## src/lbfs_pkg.sv

```systemverilog
// Package for the line byte/field selector: shared types, register indexes
// and reset constants. No dependencies; used by every module of the block.
`default_nettype none

package lbfs_pkg;

    localparam int CFG_INDEX_W = 3;
    localparam int CFG_DATA_W  = 33;
    localparam int RANGE_W     = 33;

    // Range register packing
    localparam int RANGE_LO_LSB  = 0;
    localparam int RANGE_HI_LSB  = 16;
    localparam int RANGE_OPEN_BIT = 32;
    localparam int RANGE_POS_W   = 16;

    // Register indexes
    localparam logic [CFG_INDEX_W-1:0] CFG_CUT_MODE    = 3'd0;
    localparam logic [CFG_INDEX_W-1:0] CFG_DELIMITER   = 3'd1;
    localparam logic [CFG_INDEX_W-1:0] CFG_NEED_DELIM  = 3'd2;
    localparam logic [CFG_INDEX_W-1:0] CFG_RANGE_COUNT = 3'd3;
    localparam logic [CFG_INDEX_W-1:0] CFG_RANGE_0     = 3'd4;

    // Reset values
    localparam logic [7:0]         DELIM_RESET       = 8'h09;
    localparam logic [2:0]         RANGE_COUNT_RESET = 3'd1;
    localparam logic [RANGE_W-1:0] RANGE0_RESET      = 33'h1_0000_0001;

    localparam logic [7:0] NEWLINE_CHAR = 8'h0A;

    typedef struct packed {
        logic       cut_mode;     // 0 fields, 1 bytes
        logic [7:0] delimiter;
        logic       need_delim;
        logic [2:0] range_count;
    } cfg_t;

    // Non-flush part of the results caused by one word
    typedef struct packed {
        logic       byte_valid;
        logic [7:0] byte_val;
        logic       newline;
        logic       overflow;
    } rec_t;

endpackage

`default_nettype wire

```

## src/line_byte_field_selector_core.sv

```systemverilog
// Top level of the line byte/field selector (cut -b/-c/-f style selection).
// Depends on lbfs_pkg, lbfs_cfg_regs, lbfs_line_ctrl and lbfs_emit.
//
//  channel | handshake             | payload
//  --------+-----------------------+-------------------------------------------
//  in      | in_valid / in_ready   | text_byte, byte_present, line_end
//  out     | out_valid / out_ready | out_byte, is_newline, hold_overflow,
//          |                       | last_of_run
//  cfg     | cfg_we                | cfg_index, cfg_data
//
// While the output does not stall: one input word per cycle while each word
// causes at most one result word; results go out in turn, held field-1 bytes
// one a cycle from the hold shift line, then the kept byte, then the newline.
// A word passes the input register, pending record and output register.
// Reset clears control and line state; the hold store needs no clearing pass.
// A stalled output keeps one pending record and one input word buffered.
`default_nettype none

module line_byte_field_selector_core #(
    parameter int NUM_RANGES = 4,
    parameter int HOLD_DEPTH = 32,
    parameter int POS_BITS   = 16
) (
    input  wire logic                               clk,
    input  wire logic                               rst_n,
    input  wire logic                               in_valid,
    output logic                                    in_ready,
    input  wire logic [7:0]                         text_byte,
    input  wire logic                               byte_present,
    input  wire logic                               line_end,
    output logic                                    out_valid,
    input  wire logic                               out_ready,
    output logic [7:0]                              out_byte,
    output logic                                    is_newline,
    output logic                                    hold_overflow,
    output logic                                    last_of_run,
    input  wire logic                               cfg_we,
    input  wire logic [lbfs_pkg::CFG_INDEX_W-1:0]   cfg_index,
    input  wire logic [lbfs_pkg::CFG_DATA_W-1:0]    cfg_data
);

    localparam int HCW = $clog2(HOLD_DEPTH + 1);
    localparam int HAW = (HOLD_DEPTH > 1) ? $clog2(HOLD_DEPTH) : 1;

    lbfs_pkg::cfg_t                              cfg;
    logic [NUM_RANGES-1:0][lbfs_pkg::RANGE_W-1:0] ranges;
    lbfs_pkg::rec_t                              rec;
    logic                                        rec_load;
    logic                                        pend_free;
    logic [HCW-1:0]                              flush_n;
    logic                                        hold_we;
    logic [HAW-1:0]                              hold_addr;
    logic [7:0]                                  hold_data;

    lbfs_cfg_regs #(
        .NUM_RANGES (NUM_RANGES)
    ) u_cfg (
        .clk       (clk),
        .rst_n     (rst_n),
        .cfg_we    (cfg_we),
        .cfg_index (cfg_index),
        .cfg_data  (cfg_data),
        .cfg       (cfg),
        .ranges    (ranges)
    );

    lbfs_line_ctrl #(
        .NUM_RANGES (NUM_RANGES),
        .HOLD_DEPTH (HOLD_DEPTH),
        .POS_BITS   (POS_BITS)
    ) u_line (
        .clk          (clk),
        .rst_n        (rst_n),
        .in_valid     (in_valid),
        .in_ready     (in_ready),
        .text_byte    (text_byte),
        .byte_present (byte_present),
        .line_end     (line_end),
        .cfg          (cfg),
        .ranges       (ranges),
        .pend_free    (pend_free),
        .rec_load     (rec_load),
        .rec          (rec),
        .flush_n      (flush_n),
        .hold_we      (hold_we),
        .hold_addr    (hold_addr),
        .hold_data    (hold_data)
    );

    lbfs_emit #(
        .HOLD_DEPTH (HOLD_DEPTH)
    ) u_emit (
        .clk           (clk),
        .rst_n         (rst_n),
        .rec_load      (rec_load),
        .rec           (rec),
        .flush_n       (flush_n),
        .hold_we       (hold_we),
        .hold_addr     (hold_addr),
        .hold_data     (hold_data),
        .pend_free     (pend_free),
        .out_valid     (out_valid),
        .out_ready     (out_ready),
        .out_byte      (out_byte),
        .is_newline    (is_newline),
        .hold_overflow (hold_overflow),
        .last_of_run   (last_of_run)
    );

endmodule

`default_nettype wire

```

## src/lbfs_cfg_regs.sv

```systemverilog
// Configuration register file of the line byte/field selector.
// Depends on lbfs_pkg for register indexes, widths and reset values.
`default_nettype none

module lbfs_cfg_regs #(
    parameter int NUM_RANGES = 4
) (
    input  wire logic                                   clk,
    input  wire logic                                   rst_n,
    input  wire logic                                   cfg_we,
    input  wire logic [lbfs_pkg::CFG_INDEX_W-1:0]       cfg_index,
    input  wire logic [lbfs_pkg::CFG_DATA_W-1:0]        cfg_data,
    output lbfs_pkg::cfg_t                              cfg,
    output logic [NUM_RANGES-1:0][lbfs_pkg::RANGE_W-1:0] ranges
);

    lbfs_pkg::cfg_t                              cfg_reg;
    logic [NUM_RANGES-1:0][lbfs_pkg::RANGE_W-1:0] ranges_reg;

    always_ff @(posedge clk or negedge rst_n)
    begin
        if (!rst_n)
        begin
            cfg_reg.cut_mode    <= 1'b0;
            cfg_reg.delimiter   <= lbfs_pkg::DELIM_RESET;
            cfg_reg.need_delim  <= 1'b0;
            cfg_reg.range_count <= lbfs_pkg::RANGE_COUNT_RESET;
            for (int k = 0; k < NUM_RANGES; k++)
            begin
                ranges_reg[k] <= (k == 0) ? lbfs_pkg::RANGE0_RESET : '0;
            end
        end
        else if (cfg_we)
        begin
            case (cfg_index)
                lbfs_pkg::CFG_CUT_MODE:    cfg_reg.cut_mode    <= cfg_data[0];
                lbfs_pkg::CFG_DELIMITER:   cfg_reg.delimiter   <= cfg_data[7:0];
                lbfs_pkg::CFG_NEED_DELIM:  cfg_reg.need_delim  <= cfg_data[0];
                lbfs_pkg::CFG_RANGE_COUNT: cfg_reg.range_count <= cfg_data[2:0];
                default:
                begin
                    // Range registers; indexes past the built ranges are dropped
                    for (int k = 0; k < NUM_RANGES; k++)
                    begin
                        if (cfg_index == lbfs_pkg::CFG_RANGE_0
                                         + lbfs_pkg::CFG_INDEX_W'(k))
                        begin
                            ranges_reg[k] <= cfg_data[lbfs_pkg::RANGE_W-1:0];
                        end
                    end
                end
            endcase
        end
    end

    assign cfg    = cfg_reg;
    assign ranges = ranges_reg;

endmodule

`default_nettype wire

```

## src/lbfs_range_match.sv

```systemverilog
// Parallel range compare: is a 1-based position inside any active range.
// Depends on lbfs_pkg for the range register packing.
`default_nettype none

module lbfs_range_match #(
    parameter int NUM_RANGES = 4,
    parameter int POS_BITS   = 16
) (
    input  wire logic [POS_BITS-1:0]                        pos,
    input  wire logic [2:0]                                 range_count,
    input  wire logic [NUM_RANGES-1:0][lbfs_pkg::RANGE_W-1:0] ranges,
    output logic                                            wanted
);

    localparam int CW = (POS_BITS > lbfs_pkg::RANGE_POS_W) ? POS_BITS
                                                           : lbfs_pkg::RANGE_POS_W;

    always_comb
    begin
        logic [CW-1:0] p;
        logic [CW-1:0] lo;
        logic [CW-1:0] hi;
        logic          hit;
        hit = 1'b0;
        p   = CW'(pos);
        for (int k = 0; k < NUM_RANGES; k++)
        begin
            lo = CW'(ranges[k][lbfs_pkg::RANGE_LO_LSB +: lbfs_pkg::RANGE_POS_W]);
            hi = CW'(ranges[k][lbfs_pkg::RANGE_HI_LSB +: lbfs_pkg::RANGE_POS_W]);
            // A count above the built ranges simply enables all of them
            if ((3'(k) < range_count) && (p >= lo)
                && (ranges[k][lbfs_pkg::RANGE_OPEN_BIT] || (p <= hi)))
            begin
                hit = 1'b1;
            end
        end
        wanted = hit;
    end

endmodule

`default_nettype wire

```

## src/lbfs_line_ctrl.sv

```systemverilog
// Input register and per-line state: position counting, delimiter tracking,
// hold bookkeeping and the result record for each word.
// Depends on lbfs_pkg and lbfs_range_match.
`default_nettype none

module lbfs_line_ctrl #(
    parameter int NUM_RANGES = 4,
    parameter int HOLD_DEPTH = 32,
    parameter int POS_BITS   = 16,
    localparam int HCW = $clog2(HOLD_DEPTH + 1),
    localparam int HAW = (HOLD_DEPTH > 1) ? $clog2(HOLD_DEPTH) : 1
) (
    input  wire logic                                   clk,
    input  wire logic                                   rst_n,
    input  wire logic                                   in_valid,
    output logic                                        in_ready,
    input  wire logic [7:0]                             text_byte,
    input  wire logic                                   byte_present,
    input  wire logic                                   line_end,
    input  lbfs_pkg::cfg_t                              cfg,
    input  wire logic [NUM_RANGES-1:0][lbfs_pkg::RANGE_W-1:0] ranges,
    input  wire logic                                   pend_free,
    output logic                                        rec_load,
    output lbfs_pkg::rec_t                              rec,
    output logic [HCW-1:0]                              flush_n,
    output logic                                        hold_we,
    output logic [HAW-1:0]                              hold_addr,
    output logic [7:0]                                  hold_data
);

    localparam logic [POS_BITS-1:0] POS_MAX = {POS_BITS{1'b1}};

    logic                in_valid_reg, in_valid_next;
    logic [7:0]          in_byte_reg;
    logic                in_present_reg;
    logic                in_last_reg;

    logic [POS_BITS-1:0] pos_reg, pos_next;
    logic                emitted_reg, emitted_next;
    logic                dseen_reg, dseen_next;
    logic [HCW-1:0]      hcount_reg, hcount_next;
    logic                ovf_reg, ovf_next;

    logic                in_take;
    logic                accept;
    logic [POS_BITS-1:0] pos_inc;
    logic                wanted_cur;
    logic                wanted_inc;
    logic                field_mode;
    logic                holding;
    logic                is_delim;
    logic                dseen_new;
    logic                emitted_new;
    logic                drop;
    logic                do_flush;
    logic                hold_hit;
    logic                hold_ok;
    logic                hold_full;
    logic                pos_adv;

    assign in_take  = in_valid_reg && pend_free;
    assign in_ready = !in_valid_reg || in_take;
    assign accept   = in_valid && in_ready;

    assign in_valid_next = accept ? 1'b1 : (in_take ? 1'b0 : in_valid_reg);

    always_ff @(posedge clk or negedge rst_n)
    begin
        if (!rst_n)
        begin
            in_valid_reg <= 1'b0;
        end
        else
        begin
            in_valid_reg <= in_valid_next;
        end
    end

    always_ff @(posedge clk)
    begin
        if (accept)
        begin
            in_byte_reg    <= text_byte;
            in_present_reg <= byte_present;
            in_last_reg    <= line_end;
        end
    end

    assign pos_inc = (pos_reg != POS_MAX) ? pos_reg + POS_BITS'(1) : pos_reg;

    lbfs_range_match #(
        .NUM_RANGES (NUM_RANGES),
        .POS_BITS   (POS_BITS)
    ) u_match_cur (
        .pos         (pos_reg),
        .range_count (cfg.range_count),
        .ranges      (ranges),
        .wanted      (wanted_cur)
    );

    lbfs_range_match #(
        .NUM_RANGES (NUM_RANGES),
        .POS_BITS   (POS_BITS)
    ) u_match_inc (
        .pos         (pos_inc),
        .range_count (cfg.range_count),
        .ranges      (ranges),
        .wanted      (wanted_inc)
    );

    always_comb
    begin
        field_mode  = !cfg.cut_mode;
        holding     = field_mode && cfg.need_delim && !dseen_reg;
        is_delim    = in_present_reg && field_mode && (in_byte_reg == cfg.delimiter);
        dseen_new   = dseen_reg || is_delim;
        emitted_new = emitted_reg || (is_delim && wanted_cur);
        drop        = in_last_reg && field_mode && cfg.need_delim && !dseen_new;
        // Held bytes always go out ahead of anything else this word causes
        do_flush    = (hcount_reg != '0)
                      && (!holding || is_delim || (in_last_reg && !drop));
        hold_hit    = in_present_reg && !is_delim && wanted_cur && holding;
        hold_ok     = hold_hit && (hcount_reg < HCW'(HOLD_DEPTH));
        hold_full   = hold_hit && !(hcount_reg < HCW'(HOLD_DEPTH));
        pos_adv     = is_delim || (in_present_reg && !field_mode);

        rec.overflow = ovf_reg;
        rec.newline  = in_last_reg && !drop;
        if (is_delim)
        begin
            rec.byte_valid = wanted_inc && emitted_new;
            rec.byte_val   = cfg.delimiter;
        end
        else
        begin
            rec.byte_valid = in_present_reg && wanted_cur && !holding;
            rec.byte_val   = in_byte_reg;
        end
        flush_n = do_flush ? hcount_reg : '0;

        if (in_last_reg)
        begin
            pos_next     = POS_BITS'(1);
            emitted_next = 1'b0;
            dseen_next   = 1'b0;
            hcount_next  = '0;
            ovf_next     = 1'b0;
        end
        else
        begin
            pos_next     = pos_adv ? pos_inc : pos_reg;
            emitted_next = emitted_new;
            dseen_next   = dseen_new;
            hcount_next  = do_flush ? '0 : (hold_ok ? hcount_reg + HCW'(1) : hcount_reg);
            ovf_next     = ovf_reg || hold_full;
        end
    end

    always_ff @(posedge clk or negedge rst_n)
    begin
        if (!rst_n)
        begin
            pos_reg     <= POS_BITS'(1);
            emitted_reg <= 1'b0;
            dseen_reg   <= 1'b0;
            hcount_reg  <= '0;
            ovf_reg     <= 1'b0;
        end
        else if (in_take)
        begin
            pos_reg     <= pos_next;
            emitted_reg <= emitted_next;
            dseen_reg   <= dseen_next;
            hcount_reg  <= hcount_next;
            ovf_reg     <= ovf_next;
        end
    end

    assign rec_load  = in_take;
    assign hold_we   = in_take && hold_ok;
    assign hold_addr = hcount_reg[HAW-1:0];
    assign hold_data = in_byte_reg;

endmodule

`default_nettype wire

```

## src/lbfs_emit.sv

```systemverilog
// Result sequencer: pending record, hold store shift line and the output
// register. Sends held bytes, then the kept byte, then the newline.
// Depends on lbfs_pkg.
`default_nettype none

module lbfs_emit #(
    parameter int HOLD_DEPTH = 32,
    localparam int HCW = $clog2(HOLD_DEPTH + 1),
    localparam int HAW = (HOLD_DEPTH > 1) ? $clog2(HOLD_DEPTH) : 1
) (
    input  wire logic           clk,
    input  wire logic           rst_n,
    input  wire logic           rec_load,
    input  lbfs_pkg::rec_t      rec,
    input  wire logic [HCW-1:0] flush_n,
    input  wire logic           hold_we,
    input  wire logic [HAW-1:0] hold_addr,
    input  wire logic [7:0]     hold_data,
    output logic                pend_free,
    output logic                out_valid,
    input  wire logic           out_ready,
    output logic [7:0]          out_byte,
    output logic                is_newline,
    output logic                hold_overflow,
    output logic                last_of_run
);

    logic [7:0]     hold_reg [HOLD_DEPTH];
    logic [7:0]     shift_src [HOLD_DEPTH+1];

    lbfs_pkg::rec_t pend_reg, pend_next;
    logic [HCW-1:0] flush_left_reg, flush_left_next;

    logic           out_valid_reg, out_valid_next;
    logic [7:0]     out_byte_reg, out_byte_next;
    logic           is_newline_reg, is_newline_next;
    logic           hold_overflow_reg;
    logic           last_of_run_reg, last_of_run_next;

    logic           out_load;
    logic           pend_any;
    logic           pend_one;
    logic           emit;
    logic           shift;

    assign out_load = !out_valid_reg || out_ready;
    assign pend_any = (flush_left_reg != '0) || pend_reg.byte_valid || pend_reg.newline;
    assign pend_one = ((flush_left_reg == HCW'(1)) && !pend_reg.byte_valid && !pend_reg.newline)
                      || ((flush_left_reg == '0) && (pend_reg.byte_valid != pend_reg.newline));
    assign emit      = out_load && pend_any;
    assign pend_free = !pend_any || (out_load && pend_one);

    always_comb
    begin
        pend_next        = pend_reg;
        flush_left_next  = flush_left_reg;
        shift            = 1'b0;
        out_byte_next    = out_byte_reg;
        is_newline_next  = is_newline_reg;
        last_of_run_next = last_of_run_reg;

        if (emit)
        begin
            if (flush_left_reg != '0)
            begin
                out_byte_next    = hold_reg[0];
                is_newline_next  = 1'b0;
                last_of_run_next = (flush_left_reg == HCW'(1))
                                   && !pend_reg.byte_valid && !pend_reg.newline;
                flush_left_next  = flush_left_reg - HCW'(1);
                shift            = 1'b1;
            end
            else if (pend_reg.byte_valid)
            begin
                out_byte_next        = pend_reg.byte_val;
                is_newline_next      = 1'b0;
                last_of_run_next     = !pend_reg.newline;
                pend_next.byte_valid = 1'b0;
            end
            else
            begin
                out_byte_next     = lbfs_pkg::NEWLINE_CHAR;
                is_newline_next   = 1'b1;
                last_of_run_next  = 1'b1;
                pend_next.newline = 1'b0;
            end
        end

        // A new record lands only when none is pending or the current one finishes this cycle
        if (rec_load)
        begin
            pend_next       = rec;
            flush_left_next = flush_n;
        end

        out_valid_next = emit ? 1'b1 : (out_load ? 1'b0 : out_valid_reg);
    end

    always_ff @(posedge clk or negedge rst_n)
    begin
        if (!rst_n)
        begin
            out_valid_reg  <= 1'b0;
            flush_left_reg <= '0;
            pend_reg       <= '0;
        end
        else
        begin
            out_valid_reg  <= out_valid_next;
            flush_left_reg <= flush_left_next;
            pend_reg       <= pend_next;
        end
    end

    always_ff @(posedge clk)
    begin
        out_byte_reg      <= out_byte_next;
        is_newline_reg    <= is_newline_next;
        last_of_run_reg   <= last_of_run_next;
        if (emit)
        begin
            hold_overflow_reg <= pend_reg.overflow;
        end
    end

    // Hold store: written at the fill index, read at entry 0, shifted down
    always_comb
    begin
        for (int i = 0; i < HOLD_DEPTH; i++)
        begin
            shift_src[i] = hold_reg[i];
        end
        shift_src[HOLD_DEPTH] = 8'h00;
    end

    always_ff @(posedge clk)
    begin
        for (int i = 0; i < HOLD_DEPTH; i++)
        begin
            if (hold_we && (hold_addr == HAW'(i)))
            begin
                hold_reg[i] <= hold_data;
            end
            else if (shift)
            begin
                hold_reg[i] <= shift_src[i+1];
            end
        end
    end

    assign out_valid     = out_valid_reg;
    assign out_byte      = out_byte_reg;
    assign is_newline    = is_newline_reg;
    assign hold_overflow = hold_overflow_reg;
    assign last_of_run   = last_of_run_reg;

endmodule

`default_nettype wire

```

## config.mk

```make
export PLATFORM = sky130hd
export DESIGN_NAME = line_byte_field_selector_core
export DESIGN_NICKNAME = d
export VERILOG_FILES = /design/src/lbfs_pkg.sv /design/src/line_byte_field_selector_core.sv /design/src/lbfs_cfg_regs.sv /design/src/lbfs_range_match.sv /design/src/lbfs_line_ctrl.sv /design/src/lbfs_emit.sv
export SDC_FILE = /design/constraint.sdc
export NUM_CORES = 1
export LEC_CHECK = 0
export ABC_AREA = 1
export BUFFER_PORTS_ARGS = -buffer_cell sky130_fd_sc_hd__buf_4
export CAP_MARGIN = 25
export CORE_MARGIN = 2
export CORE_UTILIZATION = 55
export DETAILED_ROUTE_END_ITERATION = 16
export PLACE_DENSITY = 0.71
export SYNTH_ARGS = -nofsm -noshare
export SYNTH_HDL_FRONTEND = slang
export SYNTH_SLANG_ARGS = --single-unit
```

## constraint.sdc

```tcl
create_clock -name clk -period 4.3 [get_ports clk]
set_clock_uncertainty 0.1 [all_clocks]
set_input_delay 1.29 -clock clk [delete_from_list [all_inputs] [get_ports clk]]
set_output_delay 1.29 -clock clk [all_outputs]
set_load 0.005 [all_outputs]
```

==> flow_summary.yaml, run 1 <==
final_layout:
  syn_to_final_growth_pct: 11.32
  largest_reg_flops: 256
  drive_above_1_share_pct: 8.672
  final_nets: 3448
  final_area_mm2: 0.02990
global_route:
  grt_first_pass_wirelength_um: 111300
  antenna_found_initial: 4
  grt_pass1_vias: 21069
  grt_max_degree: 87
  gr-total-overflow: 0
  groute.usage.overall_pct: 28.00
worst_setup_path:
  cp-start-kind: "flip-flop"
  reg2reg_depth: 23
  r2r_end: "u_emit.pend_reg[10]"
  cp.depth: 23
  crit_required_ns: 4.68
  slowest_delay_ns: 0.56
  reg2reg_slack_ns: 0.33
  crit_family: "simple AND/OR/NAND/NOR gates"
  path_buf_inv: 3
  worstSetupEndpoint: "u_emit.pend_reg[10]"
  worstPathMaxFanout: 8
  cp-startpoint: "u_line.pos_reg[0]"
  worstSetupPathType: "flip-flop to flip-flop"
  cp_cell_sequence: "ha_1, nand2_1, inv_1, nand3_1, nor2_1, nand2_1, nor4_2, buf_4, nor2_1, xor2_1, inv_2, ha_1, nand4_1, o21bai_1, o211a_1, o21ai_0, nand2_1, nand3_1, nand4_1, nand2_1, nand2_1, nand2_1, nand2_1"
  reg2reg_from: "u_line.pos_reg[0]"
  cp-end-kind: "flip-flop"
  cpMaxStageDelayCell: "dfstp_2"
  arrival_ns: 4.35
  worst_path_most_repeated_cell: "nand2_1"
placed_design:
  portBuffers: 63
  gp_congestion: 0.9473
  dp_hpwl_um: 50590
  placed_cell_area_mm2: 0.02811
synthesis:
  syn_avg_cell_area_um2: 8.741
  synthArstFlopShare_pct: 40.56
  yosysTopAreaCell: "edfxtp_1"
  synth_enable_flop_cells: 277
  synth_top_family_by_area: "simple AND/OR/NAND/NOR gates"
  synth_warnings: 0
  ys.flop_type: "edfxtp_1"
  postSynthCellCount: 3073
  synth_compound_area_share_pct: 8.776
  ys_top_cells_by_area: "edfxtp_1 (31%), dfrtp_1 (17%), nand2_1 (13%), ha_1 (12%), nand3_1 (5.0%)"
  synth_fa_ha_area_share_pct: 12.39
  yosys.area_share.simple_pct: 23.64
  synthXorXnorAreaFrac_pct: 0.4239
  ys_ff_latch: 466
  synth_seq_area_share_pct: 48.60
  syn_nets: 3390
  syn-cell-area_mm2: 0.02686
  synth_cell_types: 50
  synthMuxAreaShare_pct: 0.03726
  synth_top_area_share_pct: 30.97
job:
  cap_violations: 0
cts:
  cts.repair.resized: 0
  cts_tree: "yes"
  clkSinkCount: 466
  postCtsSetupBuffers: 0
  clk_latency_ns: 0.60
  cts_buffers: 49
  h-tree-depth: 2
  hold_buffers: 0
  cts.clk_slew.worst_paths_ns: 0.06
  root_buffer: "clkbuf_16"
  ctsLongestPathBuffers: 3
sta:
  timing.fmax_mhz: 251.7
  fin_crit_sh_pct: 92.40
  worst_slew_pin_slew_ns: 1.015
  tns_ns: 0
  slew_headroom_pct: 32.11
  rsz0062_at_grt: "no"
  finalHoldViolations: 0
  final_max_slew_viol_count: 0
  period_needed_ns: 3.973
  finalSetupViolCount: 0
pwr:
  p_per_area_mw_per_mm2: 576.8
  p_leak_uw: 0.01420
  peakVddDrop_uv: 385.6
status:
  status: "finished clean"
route:
  drcViolationCount: 0
  viasPerCell: 5.704
  wl_um: 70100
  drt_iter0_markers: 1749
  wire_per_inst_um: 18.51
  firstDrtPassIters: 5
  vias: 21607
  ant_nets: 0
die:
  coreArea_mm2: 0.04795
  die_h_um: 225.0
  die_area_mm2: 0.05062
  io_pins: 64
  die-width_um: 225.0
  initial_utilization_pct: 56.02
  placementRows: 80
hold_path:
  hp-class: "flip-flop to flip-flop"
cells by family (layout without fill, tap and decap cells):
family          after synthesis  count (layout)
compound gates              450             450
xor+xnor                     13              13
fa+ha+maj                   266             266
buf+inv                     422             520
flops                       466             466
mux                           1               1
other cells                   0               2
simple gates               1455            1455
layout make-up:
type                    instances  area [um2]
fillers                      3979       18040
flip-flops and latches        466       13060
multi-input cells            2185       12190
clock buffers                  74        1526
inverters                     314        1186
repair buffers                115       919.6
well taps                     615       769.5
clock inverters                17       249.0
diodes                          2       5.005
synthesized netlist by cell type, types with 24 or more instances:
| cell | instances |
|---|---|
| nand2_1 | 952 |
| inv_1 | 309 |
| edfxtp_1 | 277 |
| ha_1 | 266 |
| nand3_1 | 266 |
| o21ai_0 | 239 |
| dfrtp_1 | 183 |
| a21oi_1 | 154 |
| nor2_1 | 108 |
| clkbuf_1 | 83 |
| nor3_1 | 44 |
| nand4_1 | 24 |
through the flow:
| step | hold WS [ns] | util (%) | instances | power [uW] | worst slack (ns) |
|---|---|---|---|---|---|
| after floorplan | 0.3253 | - | 3073 | 10580 | 0.8878 |
| after global placement | 0.3396 | 58.62 | 3695 | 12310 | 0.4000 |
| after detailed placement | 0.3436 | 58.62 | 3695 | 12620 | 0.2953 |
| after CTS | 0.3601 | 62.33 | 3786 | 17230 | 0.2713 |
| after global routing | 0.3745 | 62.36 | 3787 | 18450 | 0.06507 |
| final | 0.3582 | 62.36 | 3788 | 17250 | 0.3269 |
worst reg2reg max path: stages, from the launching register on:
cell      delay (ns)
dfstp_2         0.56
ha_1            0.18
nand2_1         0.06
inv_1           0.12
nand3_1         0.18
nor2_1          0.17
nand2_1         0.11
nor4_2          0.18
buf_4           0.18
nor2_1          0.06
xor2_1          0.20
inv_2           0.16
ha_1            0.36
nand4_1         0.15
o21bai_1        0.20
o211a_1         0.12
o21ai_0         0.15
nand2_1         0.12
nand3_1         0.09
nand4_1         0.15
nand2_1         0.10
nand2_1         0.05
nand2_1         0.06
nand2_1         0.04
where the power goes:
group	internal [uW]	switching [uW]	leakage, uW
Combinational	2330	3950	0.00826
Clock	2760	1820	0.000870
Sequential	5820	565	0.00507
Total	10900	6330	0.0142
layout by cell type (no fill, tap or decap), drive strengths merged:
master	netlist	layout
buf	25	114
a31oi	3	3
o211ai	4	4
bufinv	0	5
or2	1	1
nand3b	2	2
xor2	10	10
nor2	112	112
xnor2	3	3
clkinv	0	9
o211a	1	1
nor3b	1	1
clkinvlp	0	1
o31ai	1	1
a211oi	1	1
nor4	2	2
clkbuf	83	75
nor3	46	46
o22ai	6	6
mux2i	1	1
nand2	970	970
ha	266	266
dfrtp	183	183
nand4	26	26
a21boi	1	1
nand3	294	294
o21bai	9	9
o21ai	256	256
dfstp	6	6
nor4b	1	1
edfxtp	277	277
inv	314	316
a22oi	4	4
a41oi	2	2
a21o	2	2
o21a	6	6
diode	0	2
a21oi	154	154
per-layer routing:
| layer | vias up | GRT usage, % | wire, um |
|---|---|---|---|
| met5 | - | 0 | 12 |
| met4 | 2 | 9.977 | 2446 |
| met3 | 162 | 4.407 | 5205 |
| met2 | 805 | 47.25 | 33190 |
| met1 | 10196 | 36.71 | 29250 |
| li1 | 10442 | - | - |
worst min-delay path by stage:
stage | start | endpoint | slack (ns) | depth (start not counted)
detailed placement | u_emit.pend_reg[0] | u_emit.hold_overflow | 0.34 | 0
global placement | u_emit.pend_reg[0] | u_emit.hold_overflow | 0.34 | 0
global route | u_emit.pend_reg[0] | u_emit.hold_overflow | 0.37 | 0
CTS | u_emit.pend_reg[0] | u_emit.hold_overflow | 0.36 | 0
finish | u_emit.pend_reg[0] | u_emit.hold_overflow | 0.36 | 0
floorplan | u_emit.pend_reg[0] | u_emit.hold_overflow | 0.33 | 0
No activity file was read; power rests on OpenSTA's default activity.
==> run 2, diff against run 1 <==
--- a/config.mk
+++ b/config.mk
@@ -11,6 +11,7 @@
 export CORE_MARGIN = 2
 export CORE_UTILIZATION = 55
 export DETAILED_ROUTE_END_ITERATION = 16
+export GPL_TIMING_DRIVEN = 0
 export PLACE_DENSITY = 0.71
 export SYNTH_ARGS = -nofsm -noshare
 export SYNTH_HDL_FRONTEND = slang
==> run 2 against run 1 <==
  * Cell count up 2.1%
  * Count of clock-buffer cells in the layout down 3
  * Via count up 3.5%
  * Wire length up 7.0%
  * Sequential share of layout area down 0.42 points
  * First-iteration DRC count up 2.3%
  * Largest cell class unchanged
  * Worst setup slack worse by 0.21 ns
  * Die area unchanged
==> flow_summary.yaml, run 2 (synthesized netlist as in run 1, its figures left out) <==
final_layout:
  largest_reg_flops: 256
  stdcell_count: 3868
  final_common_cell: "nand2_1"
  syn_to_final_growth_pct: 12.47
  drive_above_1_share_pct: 8.764
  mostFrequentLayoutCells: "nand2_1 (949), inv_1 (300), edfxtp_1 (277)"
  fillers: 4060
  final_core_util_pct: 63.01
  final_nets: 3528
sta:
  finalSetupViolCount: 0
  timing.fmax_mhz: 239.0
  final_max_slew_viol_count: 0
  period_needed_ns: 4.184
  slew_headroom_pct: 33.98
  layout_setup_ws_ns: 0.1157
  finalHoldViolations: 0
  fin_crit_sh_pct: 97.31
  worst_slew_pin_slew_ns: 0.9866
  tns_ns: 0
die:
  die_area_mm2: 0.05062
  io_pins: 64
  die-width_um: 225.0
  initial_utilization_pct: 56.02
  coreArea_mm2: 0.04795
  placementRows: 80
  die_h_um: 225.0
worst_setup_path:
  cp-end-kind: "flip-flop"
  cp_cell_sequence: "clkbuf_1, nand3_1, nor2_4, nand2_2, nor4_4, buf_4, nor3_1, xor2_1, inv_2, ha_1, nand2_1, inv_1, nand4_1, nor4b_2, nor2_1, nand2_1, nand3_1, nand4_1, nand2_1, nand2_1, nand2_1, nand2_1"
  crit_family: "simple AND/OR/NAND/NOR gates"
  arrival_ns: 4.62
  worst_path_most_repeated_cell: "nand2_1"
  slowest_delay_ns: 0.56
  crit_required_ns: 4.74
  worstSetupPathType: "flip-flop to flip-flop"
  cp-start-kind: "flip-flop"
  worstPathMaxFanout: 9
  cpMaxStageDelayCell: "dfrtp_2"
  path_buf_inv: 4
route:
  wl_um: 74980
  ant_nets: 0
  wire_per_inst_um: 19.39
  vias: 22357
  drcViolationCount: 0
  firstDrtPassIters: 5
  drt_iter0_markers: 1790
  viasPerCell: 5.780
global_route:
  antenna_found_initial: 0
  grt_first_pass_wirelength_um: 116500
  gr-total-overflow: 0
  grt_pass1_vias: 21768
  grt_max_degree: 98
  groute.usage.overall_pct: 29.72
placed_design:
  gp_congestion: 0.9452
  place_ws_ns: -0.3590
  dp_hpwl_um: 55410
  portBuffers: 63
  dp.cells: 3760
job:
  cap_violations: 0
pwr:
  peakVddDrop_uv: 469.6
  p_leak_uw: 0.01420
  p_per_area_mw_per_mm2: 577.8
cts:
  ctsLongestPathBuffers: 3
  root_buffer: "clkbuf_16"
  h-tree-depth: 2
  cts_tree: "yes"
  clk_latency_ns: 0.61
  cts_buffers: 50
  clkSinkCount: 466
  cts.clk_slew.worst_paths_ns: 0.06
status:
  status: "finished clean"
hold_path:
  hp-class: "flip-flop to flip-flop"
-- run 2: cell count changes in the layout (fill, tap and decap cells not counted), moves of 5 or more --
cell | before | now
dfrtp_1 | 183 | 176
buf_2 | 0 | 9
clkinv_1 | 2 | 7
a21oi_2 | 0 | 5
buf_4 | 110 | 85
dfrtp_2 | 0 | 7
inv_1 | 306 | 300
inv_2 | 7 | 13
buf_1 | 0 | 10
clkbuf_1 | 10 | 94
a21oi_1 | 154 | 148
-- run 2: cell type report --
| type | count | area [um2] | share of cell area, % |
|---|---|---|---|
| inverters | 314 | 1182 | 3.914 |
| clock inverters | 22 | 311.5 | 1.031 |
| multi-input cells | 2185 | 12310 | 40.73 |
| diodes | 1 | 2.502 | 0.008284 |
| repair buffers | 86 | 676.9 | 2.241 |
| well taps | 615 | 769.5 | 2.547 |
| clock buffers | 71 | 1430 | 4.734 |
| flip-flops and latches | 466 | 13060 | 43.24 |
| plain buffers | 108 | 466.7 | 1.545 |
-- run 2: final timing paths --
path	to	slack [ns]	cells past startpoint	start
max	u_emit.pend_reg[10]	0.12	22	u_line.pos_reg[9]
min	u_emit.hold_overflow	0.36	0	u_emit.pend_reg[0]
max reg2reg	u_emit.pend_reg[10]	0.12	22	u_line.pos_reg[9]
min reg2reg	u_emit.hold_overflow	0.36	0	u_emit.pend_reg[0]
max in group asynchronous	u_cfg.ranges[45]	2.49	2	rst_n
min in group asynchronous	u_cfg.ranges[120]	0.63	1	rst_n
-- run 2: layer usage --
layer	GRT usage, %	routed length [um]	vias to the layer above
li1	-	-	10630
met1	38.33	31000	10732
met2	49.55	35190	815
met3	4.198	5129	180
met4	14.23	3664	0
met5	0	0	-
-- run 2: power breakdown --
group / switching, uW / total (uW) / leakage (uW) / internal (uW)
Sequential: 671 / 6500 / 0.00506 / 5830
Combinational: 4040 / 6380 / 0.00829 / 2340
Clock: 1840 / 4580 / 0.000844 / 2740
Total: 6550 / 17500 / 0.0142 / 10900
-- run 2: what timing repair did --
action | CTS | global route
resized for setup | 17 | 29
setup endpoints to repair | 1 | 1
pin swaps | 0 | 6
setup buffers | 0 | 13
hold buffers | 0 | 0
-- run 2: through the flow --
stage	hold WS [ns]	power, uW	area (um2)
floorplan	0.3253	10580	26860
global placement	0.3387	12220	28100
detailed placement	0.3438	12610	28200
CTS	0.3609	17240	29990
global route	0.3771	18580	30210
finish	0.3588	17460	30210
